[config.mk]
export PLATFORM = sky130hd
export DESIGN_NAME = int8_hard_swish_fixed_point_unit_flat
export DESIGN_NICKNAME = d
export VERILOG_FILES = /design/src/hw/rtl/hswish_pkg.sv /design/src/hw/rtl/hswish_req_if.sv /design/src/hw/rtl/hswish_rsp_if.sv /design/src/hw/rtl/hswish_csr_if.sv /design/src/hw/rtl/int8_hard_swish_fixed_point_unit.sv /design/src/flat_wrapper.sv
export SDC_FILE = /design/constraint.sdc
export NUM_CORES = 2
export LEC_CHECK = 0
export BUFFER_PORTS_ARGS = -buffer_cell sky130_fd_sc_hd__clkbuf_2
export CAP_MARGIN = 30
export CORE_MARGIN = 10
export CORE_UTILIZATION = 62
export DETAILED_ROUTE_END_ITERATION = 8
export PLACE_DENSITY_LB_ADDON = 0.05
export SYNTH_ARGS = -nofsm -noshare
export SYNTH_HDL_FRONTEND = slang
export SYNTH_SLANG_ARGS = --single-unit
[constraint.sdc]
create_clock -name clock -period 22 [get_ports clock]
set_clock_uncertainty 0.15 [all_clocks]
set_input_delay 2.2 -clock clock [delete_from_list [all_inputs] [get_ports clock]]
set_output_delay 2.2 -clock clock [all_outputs]
set_load 0.1 [all_outputs]
[src/hw/rtl/hswish_pkg.sv]
package hswish_pkg;

   // Field widths
   localparam int SAMPLE_W    = 8;
   localparam int ZP_W        = 8;
   localparam int MULT_W      = 16;
   localparam int SHIFT_W     = 5;
   localparam int CSR_INDEX_W = 3;
   localparam int CSR_DATA_W  = 16;

   // Configuration register indexes
   typedef enum logic [CSR_INDEX_W-1:0] {
      REG_INPUT_ZERO_POINT  = 3'd0,
      REG_OUTPUT_ZERO_POINT = 3'd1,
      REG_INPUT_SCALE_MULT  = 3'd2,
      REG_RELUISH_MULT      = 3'd3,
      REG_OUTPUT_SCALE_MULT = 3'd4,
      REG_OUTPUT_SHIFT      = 3'd5
   } csr_reg_type;

endpackage

[src/hw/rtl/hswish_req_if.sv]
interface hswish_req_if;
   logic                                       valid;
   logic                                       ready;
   logic signed [hswish_pkg::SAMPLE_W-1:0]     sample;
   logic                                       last_in;

   modport source (output valid, output sample, output last_in, input ready);
   modport sink   (input valid, input sample, input last_in, output ready);
endinterface

[src/hw/rtl/hswish_rsp_if.sv]
interface hswish_rsp_if;
   logic                                       valid;
   logic                                       ready;
   logic signed [hswish_pkg::SAMPLE_W-1:0]     result;
   logic                                       last_out;

   modport source (output valid, output result, output last_out, input ready);
   modport sink   (input valid, input result, input last_out, output ready);
endinterface

[src/hw/rtl/hswish_csr_if.sv]
interface hswish_csr_if;
   logic                                       valid;
   logic                                       ready;
   logic [hswish_pkg::CSR_INDEX_W-1:0]         index;
   logic [hswish_pkg::CSR_DATA_W-1:0]          data;

   modport source (output valid, output index, output data, input ready);
   modport sink   (input valid, input index, input data, output ready);
endinterface

[src/hw/rtl/int8_hard_swish_fixed_point_unit.sv]
// Quantized int8 hard-swish unit.
// Channels (valid/ready, a word moves when both are high on a rising edge):
//   req_bus : one signed 8-bit sample plus its last_in mark per word.
//   rsp_bus : one signed 8-bit result plus last_out, in request order.
//   csr_bus : register index and data; always ready, each write is registered when taken.
//             Write only while no words are in flight; unknown indexes are dropped.
// Throughput: one word per cycle, sustained while rsp_bus.ready stays high, set by the
//   seven-stage pipeline.
// Pipeline: a word accepted on req_bus passes seven register stages (offset/shift,
//   four multiply stages, power-of-two divide, zero-point add and clip) before it
//   is offered on rsp_bus.
// Stalls: each stage takes a new word when it is empty or its successor moves,
//   so bubbles are squeezed out; req_bus.ready drops only when all seven stages
//   hold words and rsp_bus.ready is low. Nothing is lost or repeated.
// Reset (synchronous, active high): empties the pipeline and clears every
//   configuration register to zero.
module int8_hard_swish_fixed_point_unit (
   input  logic         clock,
   input  logic         reset,
   hswish_req_if.sink   req_bus,
   hswish_rsp_if.source rsp_bus,
   hswish_csr_if.sink   csr_bus
);

   localparam int NUM_STAGES = 7;

   // ---------------------------------------------------------------------
   // Arithmetic helpers
   function automatic logic signed [15:0] sat16(input logic signed [32:0] v);
      logic signed [15:0] r;
      if (v > 33'sd32767) begin
         r = 16'sh7fff;
      end else if (v < -33'sd32768) begin
         r = 16'sh8000;
      end else begin
         r = v[15:0];
      end
      return r;
   endfunction

   // Rounding doubling high multiply: floor((a*b + 2^14) / 2^15)
   function automatic logic signed [15:0] mul_round(input logic signed [15:0] a,
                                                     input logic signed [15:0] b);
      logic signed [31:0] p;
      logic signed [31:0] q;
      logic signed [15:0] r;
      p = a * b;
      q = (p + 32'sd16384) >>> 15;
      if (a == 16'sh8000 && b == 16'sh8000) begin
         r = 16'sh7fff;
      end else begin
         r = sat16({q[31], q});
      end
      return r;
   endfunction

   // Truncating doubling high multiply: a*b / 2^15 toward zero
   function automatic logic signed [15:0] mul_trunc(input logic signed [15:0] a,
                                                     input logic signed [15:0] b);
      logic signed [31:0] p;
      logic signed [31:0] q;
      logic signed [15:0] r;
      p = a * b;
      if (p < 0) begin
         q = (p + 32'sd32767) >>> 15;
      end else begin
         q = p >>> 15;
      end
      if (a == 16'sh8000 && b == 16'sh8000) begin
         r = 16'sh7fff;
      end else begin
         r = sat16({q[31], q});
      end
      return r;
   endfunction

   // Rounding divide by 2^e; negative e is a saturating left shift
   function automatic logic signed [15:0] div_pot(input logic signed [15:0] x,
                                                   input logic signed [4:0]  e);
      logic        [4:0]        lsh;
      logic        [3:0]        rsh;
      logic signed [32:0]       wide;
      logic        [15:0]       mask;
      logic        [15:0]       rem;
      logic        [15:0]       thr;
      logic signed [16:0]       q;
      logic signed [15:0]       r;
      lsh  = 5'(~e) + 5'd1;
      rsh  = e[3:0];
      wide = {{17{x[15]}}, x} <<< lsh;
      mask = 16'((17'd1 << rsh) - 17'd1);
      rem  = 16'(x) & mask;
      thr  = (mask >> 1) + {15'd0, x[15]};
      // floor shift must stay arithmetic, so both terms are signed
      q    = ($signed({x[15], x}) >>> rsh) + $signed({16'd0, (rem > thr)});
      if (e == 5'sd0) begin
         r = x;
      end else if (e[4]) begin
         r = sat16(wide);
      end else begin
         r = sat16({{16{q[16]}}, q});
      end
      return r;
   endfunction

   // ---------------------------------------------------------------------
   // Configuration registers
   logic signed [hswish_pkg::ZP_W-1:0]    in_zp_ff;
   logic signed [hswish_pkg::ZP_W-1:0]    out_zp_ff;
   logic signed [hswish_pkg::MULT_W-1:0]  in_mult_ff;
   logic signed [hswish_pkg::MULT_W-1:0]  relu_mult_ff;
   logic signed [hswish_pkg::MULT_W-1:0]  out_mult_ff;
   logic signed [hswish_pkg::SHIFT_W-1:0] out_shift_ff;

   assign csr_bus.ready = 1'b1;

   always_ff @(posedge clock) begin
      if (reset) begin
         in_zp_ff     <= '0;
         out_zp_ff    <= '0;
         in_mult_ff   <= '0;
         relu_mult_ff <= '0;
         out_mult_ff  <= '0;
         out_shift_ff <= '0;
      end else if (csr_bus.valid) begin
         case (hswish_pkg::csr_reg_type'(csr_bus.index))
            hswish_pkg::REG_INPUT_ZERO_POINT:  in_zp_ff     <= csr_bus.data[7:0];
            hswish_pkg::REG_OUTPUT_ZERO_POINT: out_zp_ff    <= csr_bus.data[7:0];
            hswish_pkg::REG_INPUT_SCALE_MULT:  in_mult_ff   <= csr_bus.data;
            hswish_pkg::REG_RELUISH_MULT:      relu_mult_ff <= csr_bus.data;
            hswish_pkg::REG_OUTPUT_SCALE_MULT: out_mult_ff  <= csr_bus.data;
            hswish_pkg::REG_OUTPUT_SHIFT:      out_shift_ff <= csr_bus.data[4:0];
            default: ;
         endcase
      end
   end

   // ---------------------------------------------------------------------
   // Pipeline flow control: a stage loads when empty or when its successor moves
   logic [NUM_STAGES-1:0] vld_ff;
   logic [NUM_STAGES-1:0] vld_in;
   logic [NUM_STAGES-1:0] take;
   logic [NUM_STAGES-1:0] last_ff;

   always_comb begin
      take[NUM_STAGES-1] = !vld_ff[NUM_STAGES-1] || rsp_bus.ready;
      for (int k = NUM_STAGES - 2; k >= 0; k--) begin
         take[k] = !vld_ff[k] || take[k+1];
      end
   end

   always_comb begin
      vld_in = vld_ff;
      if (take[0]) begin
         vld_in[0] = req_bus.valid;
      end
      for (int k = 1; k < NUM_STAGES; k++) begin
         if (take[k]) begin
            vld_in[k] = vld_ff[k-1];
         end
      end
   end

   assign req_bus.ready = take[0];

   always_ff @(posedge clock) begin
      if (reset) begin
         vld_ff <= '0;
      end else begin
         vld_ff <= vld_in;
      end
   end

   // last mark travels with its word
   always_ff @(posedge clock) begin
      if (take[0]) begin
         last_ff[0] <= req_bus.last_in;
      end
      for (int k = 1; k < NUM_STAGES; k++) begin
         if (take[k]) begin
            last_ff[k] <= last_ff[k-1];
         end
      end
   end

   // ---------------------------------------------------------------------
   // Data path
   logic signed [15:0] x_ff,      x_in;
   logic signed [15:0] scaled_ff, scaled_in;
   logic signed [15:0] rel_ff,    rel_in;
   logic signed [15:0] scaled2_ff;
   logic signed [15:0] prod_ff,   prod_in;
   logic signed [15:0] mr_ff,     mr_in;
   logic signed [15:0] o_ff,      o_in;
   logic signed [7:0]  res_ff,    res_in;
   logic signed [8:0]  diff;
   logic signed [16:0] sum;

   // Offset and shift by 7; |x| <= 255 so the shifted value fits int16
   assign diff = {req_bus.sample[7], req_bus.sample} - {in_zp_ff[7], in_zp_ff};
   assign x_in = {{7{diff[8]}}, diff} <<< 7;

   assign scaled_in = mul_round(x_ff, in_mult_ff);
   assign rel_in    = mul_round(scaled_ff, relu_mult_ff);
   assign prod_in   = mul_trunc(rel_ff, scaled2_ff);
   assign mr_in     = mul_round(prod_ff, out_mult_ff);
   assign o_in      = div_pot(mr_ff, out_shift_ff);

   // Zero-point add and int8 clip
   assign sum = {o_ff[15], o_ff} + {{9{out_zp_ff[7]}}, out_zp_ff};
   always_comb begin
      if (sum > 17'sd127) begin
         res_in = 8'sh7f;
      end else if (sum < -17'sd128) begin
         res_in = 8'sh80;
      end else begin
         res_in = sum[7:0];
      end
   end

   always_ff @(posedge clock) begin
      if (take[0]) begin
         x_ff <= x_in;
      end
      if (take[1]) begin
         scaled_ff <= scaled_in;
      end
      if (take[2]) begin
         rel_ff     <= rel_in;
         scaled2_ff <= scaled_ff;
      end
      if (take[3]) begin
         prod_ff <= prod_in;
      end
      if (take[4]) begin
         mr_ff <= mr_in;
      end
      if (take[5]) begin
         o_ff <= o_in;
      end
      if (take[6]) begin
         res_ff <= res_in;
      end
   end

   assign rsp_bus.valid    = vld_ff[NUM_STAGES-1];
   assign rsp_bus.result   = res_ff;
   assign rsp_bus.last_out = last_ff[NUM_STAGES-1];

   // ---------------------------------------------------------------------
   // Checks
   // Input backs up only when every stage is full
   assert property (@(posedge clock) disable iff (reset)
      !req_bus.ready |-> (&vld_ff))
      else $error("request stalled while the pipeline has a bubble");

   // An accepted word occupies the first stage on the next cycle
   assert property (@(posedge clock) disable iff (reset)
      (req_bus.valid && req_bus.ready) |=> vld_ff[0])
      else $error("accepted word lost at pipeline entry");

   // A full stage that cannot move keeps its word
   assert property (@(posedge clock) disable iff (reset)
      (vld_ff[3] && !take[3]) |=> vld_ff[3])
      else $error("stalled stage dropped its word");

   // Reset leaves the pipeline empty
   assert property (@(posedge clock)
      $past(reset) |-> (vld_ff == '0))
      else $error("pipeline not empty after reset");

endmodule
[src/flat_wrapper.sv]
// flat-port wrapper written by rule: the top's interface ports become plain ports
module int8_hard_swish_fixed_point_unit_flat 
  (clock, reset, req_bus_valid, req_bus_sample, req_bus_last_in, req_bus_ready, rsp_bus_valid, rsp_bus_result, rsp_bus_last_out, rsp_bus_ready, csr_bus_valid, csr_bus_index, csr_bus_data, csr_bus_ready);
  hswish_req_if req_bus_i ();
  hswish_rsp_if rsp_bus_i ();
  hswish_csr_if csr_bus_i ();
  input  logic clock;
  input  logic reset;
  input wire logic [$bits(req_bus_i.valid)-1:0] req_bus_valid;
  input wire logic [$bits(req_bus_i.sample)-1:0] req_bus_sample;
  input wire logic [$bits(req_bus_i.last_in)-1:0] req_bus_last_in;
  output wire logic [$bits(req_bus_i.ready)-1:0] req_bus_ready;
  output wire logic [$bits(rsp_bus_i.valid)-1:0] rsp_bus_valid;
  output wire logic [$bits(rsp_bus_i.result)-1:0] rsp_bus_result;
  output wire logic [$bits(rsp_bus_i.last_out)-1:0] rsp_bus_last_out;
  input wire logic [$bits(rsp_bus_i.ready)-1:0] rsp_bus_ready;
  input wire logic [$bits(csr_bus_i.valid)-1:0] csr_bus_valid;
  input wire logic [$bits(csr_bus_i.index)-1:0] csr_bus_index;
  input wire logic [$bits(csr_bus_i.data)-1:0] csr_bus_data;
  output wire logic [$bits(csr_bus_i.ready)-1:0] csr_bus_ready;
  assign req_bus_i.valid = req_bus_valid;
  assign req_bus_i.sample = req_bus_sample;
  assign req_bus_i.last_in = req_bus_last_in;
  assign req_bus_ready = req_bus_i.ready;
  assign rsp_bus_valid = rsp_bus_i.valid;
  assign rsp_bus_result = rsp_bus_i.result;
  assign rsp_bus_last_out = rsp_bus_i.last_out;
  assign rsp_bus_i.ready = rsp_bus_ready;
  assign csr_bus_i.valid = csr_bus_valid;
  assign csr_bus_i.index = csr_bus_index;
  assign csr_bus_i.data = csr_bus_data;
  assign csr_bus_ready = csr_bus_i.ready;
  int8_hard_swish_fixed_point_unit u_core (.clock(clock), .reset(reset), .req_bus(req_bus_i), .rsp_bus(rsp_bus_i), .csr_bus(csr_bus_i));
endmodule
==> out/metrics.yaml <==
timing:
  max_freq_ghz: 0.123
  setup_violations: 0
  slew_viol_final: 0
  finalSetupTns_ns: 0
  worstMarginPinSlew_ns: 1.00
  hold_violations: 0
  rsz0062_at_grt: "false"
  post-route-period-util: 0.369
  max-slew-margin-rel: 0.331
  period_needed_ns: 8.11
routing:
  vias: 33200
  drc: 0
  via_per_inst: 5.65
  wirelength_microns: 109000
  drt_iter0_drc: 2258
  postRouteAntennaNets: 0
  dr.pass1.iters: 5
  wire_per_inst_microns: 18.5
hold_path:
  worstHoldPathType: "reg2reg"
  hold_depth: 0
  hp-start: "u_core.last_ff[3]"
clocking:
  cts_root_buf: "clkbuf_16"
  clock_latency_ns: 0.52
  ctsHtreeMaxLevel: 4
  cts_inserted_buffers: 17
  cts_hold_buf: 0
  cts.repair.resized: 0
  clock-sinks: 196
  clk_pin_slew_ns: 0.08
  postCtsSetupBuffers: 0
  cts_max_path_buffers: 2
  cts_tree: "yes"
worst_setup_path:
  slowest_stage: "edfxtp_1"
  r2r-start: "u_core.scaled2_ff[7]"
  crit_fanout: 17
  cp-start-kind: "register"
  worstSetupEndpointType: "register"
  worstSetupStartpoint: "u_core.scaled2_ff[7]"
  arrival_ns: 8.19
  crit_required_ns: 22.08
  ff2ff_path_depth: 25
  crit_buf_inv: 6
  crit_type: "reg2reg"
  path_depth: 25
  crit_path_frequent_cell: "fa_1"
  critPathMaxStageDelay_ns: 0.74
  crit_family: "adder cells"
synthesis:
  yosysTopAreaCell: "fa_1"
  synth_ff_type: "edfxtp_1"
  synth_edf_count: 120
  ys_seq_area_frac: 0.112
  netlist_area_sq_um: 45900
  synthArstFlopShare: 0
  yosysWarnings: 0
  syn_nets: 6313
  ys_types: 81
  netlist_top_cells_area: "fa_1 (39%), ha_1 (9.2%), inv_1 (8.1%)"
  synth_top_area_share: 0.395
  synth_cells: 5037
  syn_avg_cell_area_sq_um: 9.12
  synth-seq-cells: 196
global_routing:
  grt_remaining_overflow: 0
  grt_max_degree: 77
  grt_pass1_vias: 35100
  track_usage: 0.266
  grt_pass1_wl_microns: 183000
  antenna_found_initial: 3
run_status:
  status: "complete, no violations"
die:
  dieArea_sq_um: 85300
  boundaryPins: 45
  start_util: 0.627
  fp.dieW_microns: 292
  die_h_microns: 292
  coreArea_sq_um: 73200
  rows: 99
cells_and_area:
  final_cell_mix: "inv_1 (994), fa_1 (906), nand2_1 (711), and2_1 (371), ha_1 (337)"
  area_delta_synth_final_pct: 3.18
  drive_gt1_frac: 0.0364
  final_common_cell: "inv_1"
  nets: 6187
  multi_input_area_sq_um: 36200
  seqCellArea_sq_um: 5130
  nFillCells: 6248
placed_design:
  hpwl_microns: 88400
  gp_congestion: 0.958
  io_buffers: 43
job:
  max_cap_viol_count: 0
==> cell families after synthesis <==
logic type / share of synthesized area
AND/OR/NAND/NOR: 0.164
multiplexers: 0.0266
other: 0.0000817
XOR/XNOR: 0.0364
adder cells (fa/ha/maj): 0.487
flip-flops: 0.112
buffers and inverters: 0.101
AO/OA/AOI/OAI: 0.0737
==> flip-flops by register name, indices dropped and copies added, names as in the netlist, 16 cells and up <==
signal,cells
u_core.rel_ff,16
u_core.in_mult_ff,16
u_core.relu_mult_ff,16
u_core.mr_ff,16
u_core.o_ff,16
u_core.scaled_ff,16
u_core.scaled2_ff,16
u_core.out_mult_ff,16
u_core.prod_ff,16
==> final cells by class <==
class	instances	share of cell area
multi-input cells	3617	0.764
inverters	996	0.0789
clock buffers	18	0.00906
flip-flops and latches	196	0.108
repair buffers	83	0.0108
clock inverters	14	0.00386
well taps	959	0.0253
diodes	3	0.000158
==> cell usage after synthesis, types with 18 or more instances <==
cell,instances
nand2b_1,68
mux2i_1,51
clkbuf_1,209
nor4_1,34
nor2b_1,30
edfxtp_1,120
a21oi_1,182
mux2_2,21
inv_1,994
nor2_1,154
xor2_1,66
and3_1,24
nand2_1,711
dfxtp_1,76
o21a_1,23
nor3_1,35
o21ai_0,89
xnor2_1,125
mux4_2,21
and2_1,371
o31ai_1,18
nand4_1,29
ha_1,337
a21o_1,77
fa_1,906
nand3_1,42
==> through the flow <==
step           setup slack (ns)  area (sq um)   util  instances  hold slack (ns)
6_report                  13.89         47400  0.647       5886            0.271
4_1_cts                   13.90         47400  0.647       5881            0.270
5_1_grt                   12.95         47400  0.647       5885            0.276
3_5_place_dp              13.91         46700  0.639       5849            0.255
3_3_place_gp              13.75         46700  0.638       5847            0.252
2_1_floorplan             14.63         45900      -       5037            0.250
==> per-layer routing <==
layer | track usage | share of wire | up-vias
met5 | 0 | 0.00012 | -
met3 | 0.0450 | 0.065 | 163
li1 | - | - | 15300
met4 | 0.0742 | 0.025 | 2
met2 | 0.431 | 0.47 | 999
met1 | 0.366 | 0.44 | 16700
==> worst paths after layout <==
check                        to  slack (ns)
max          u_core.prod_ff[11]       13.89
max reg2reg  u_core.prod_ff[11]       13.89
min reg2reg   u_core.last_ff[4]        0.27
min           u_core.last_ff[4]        0.27
Power is left out: the tool's default activity adds up to more than one toggle a clock period on the data nets, which glitch-free logic cannot reach.
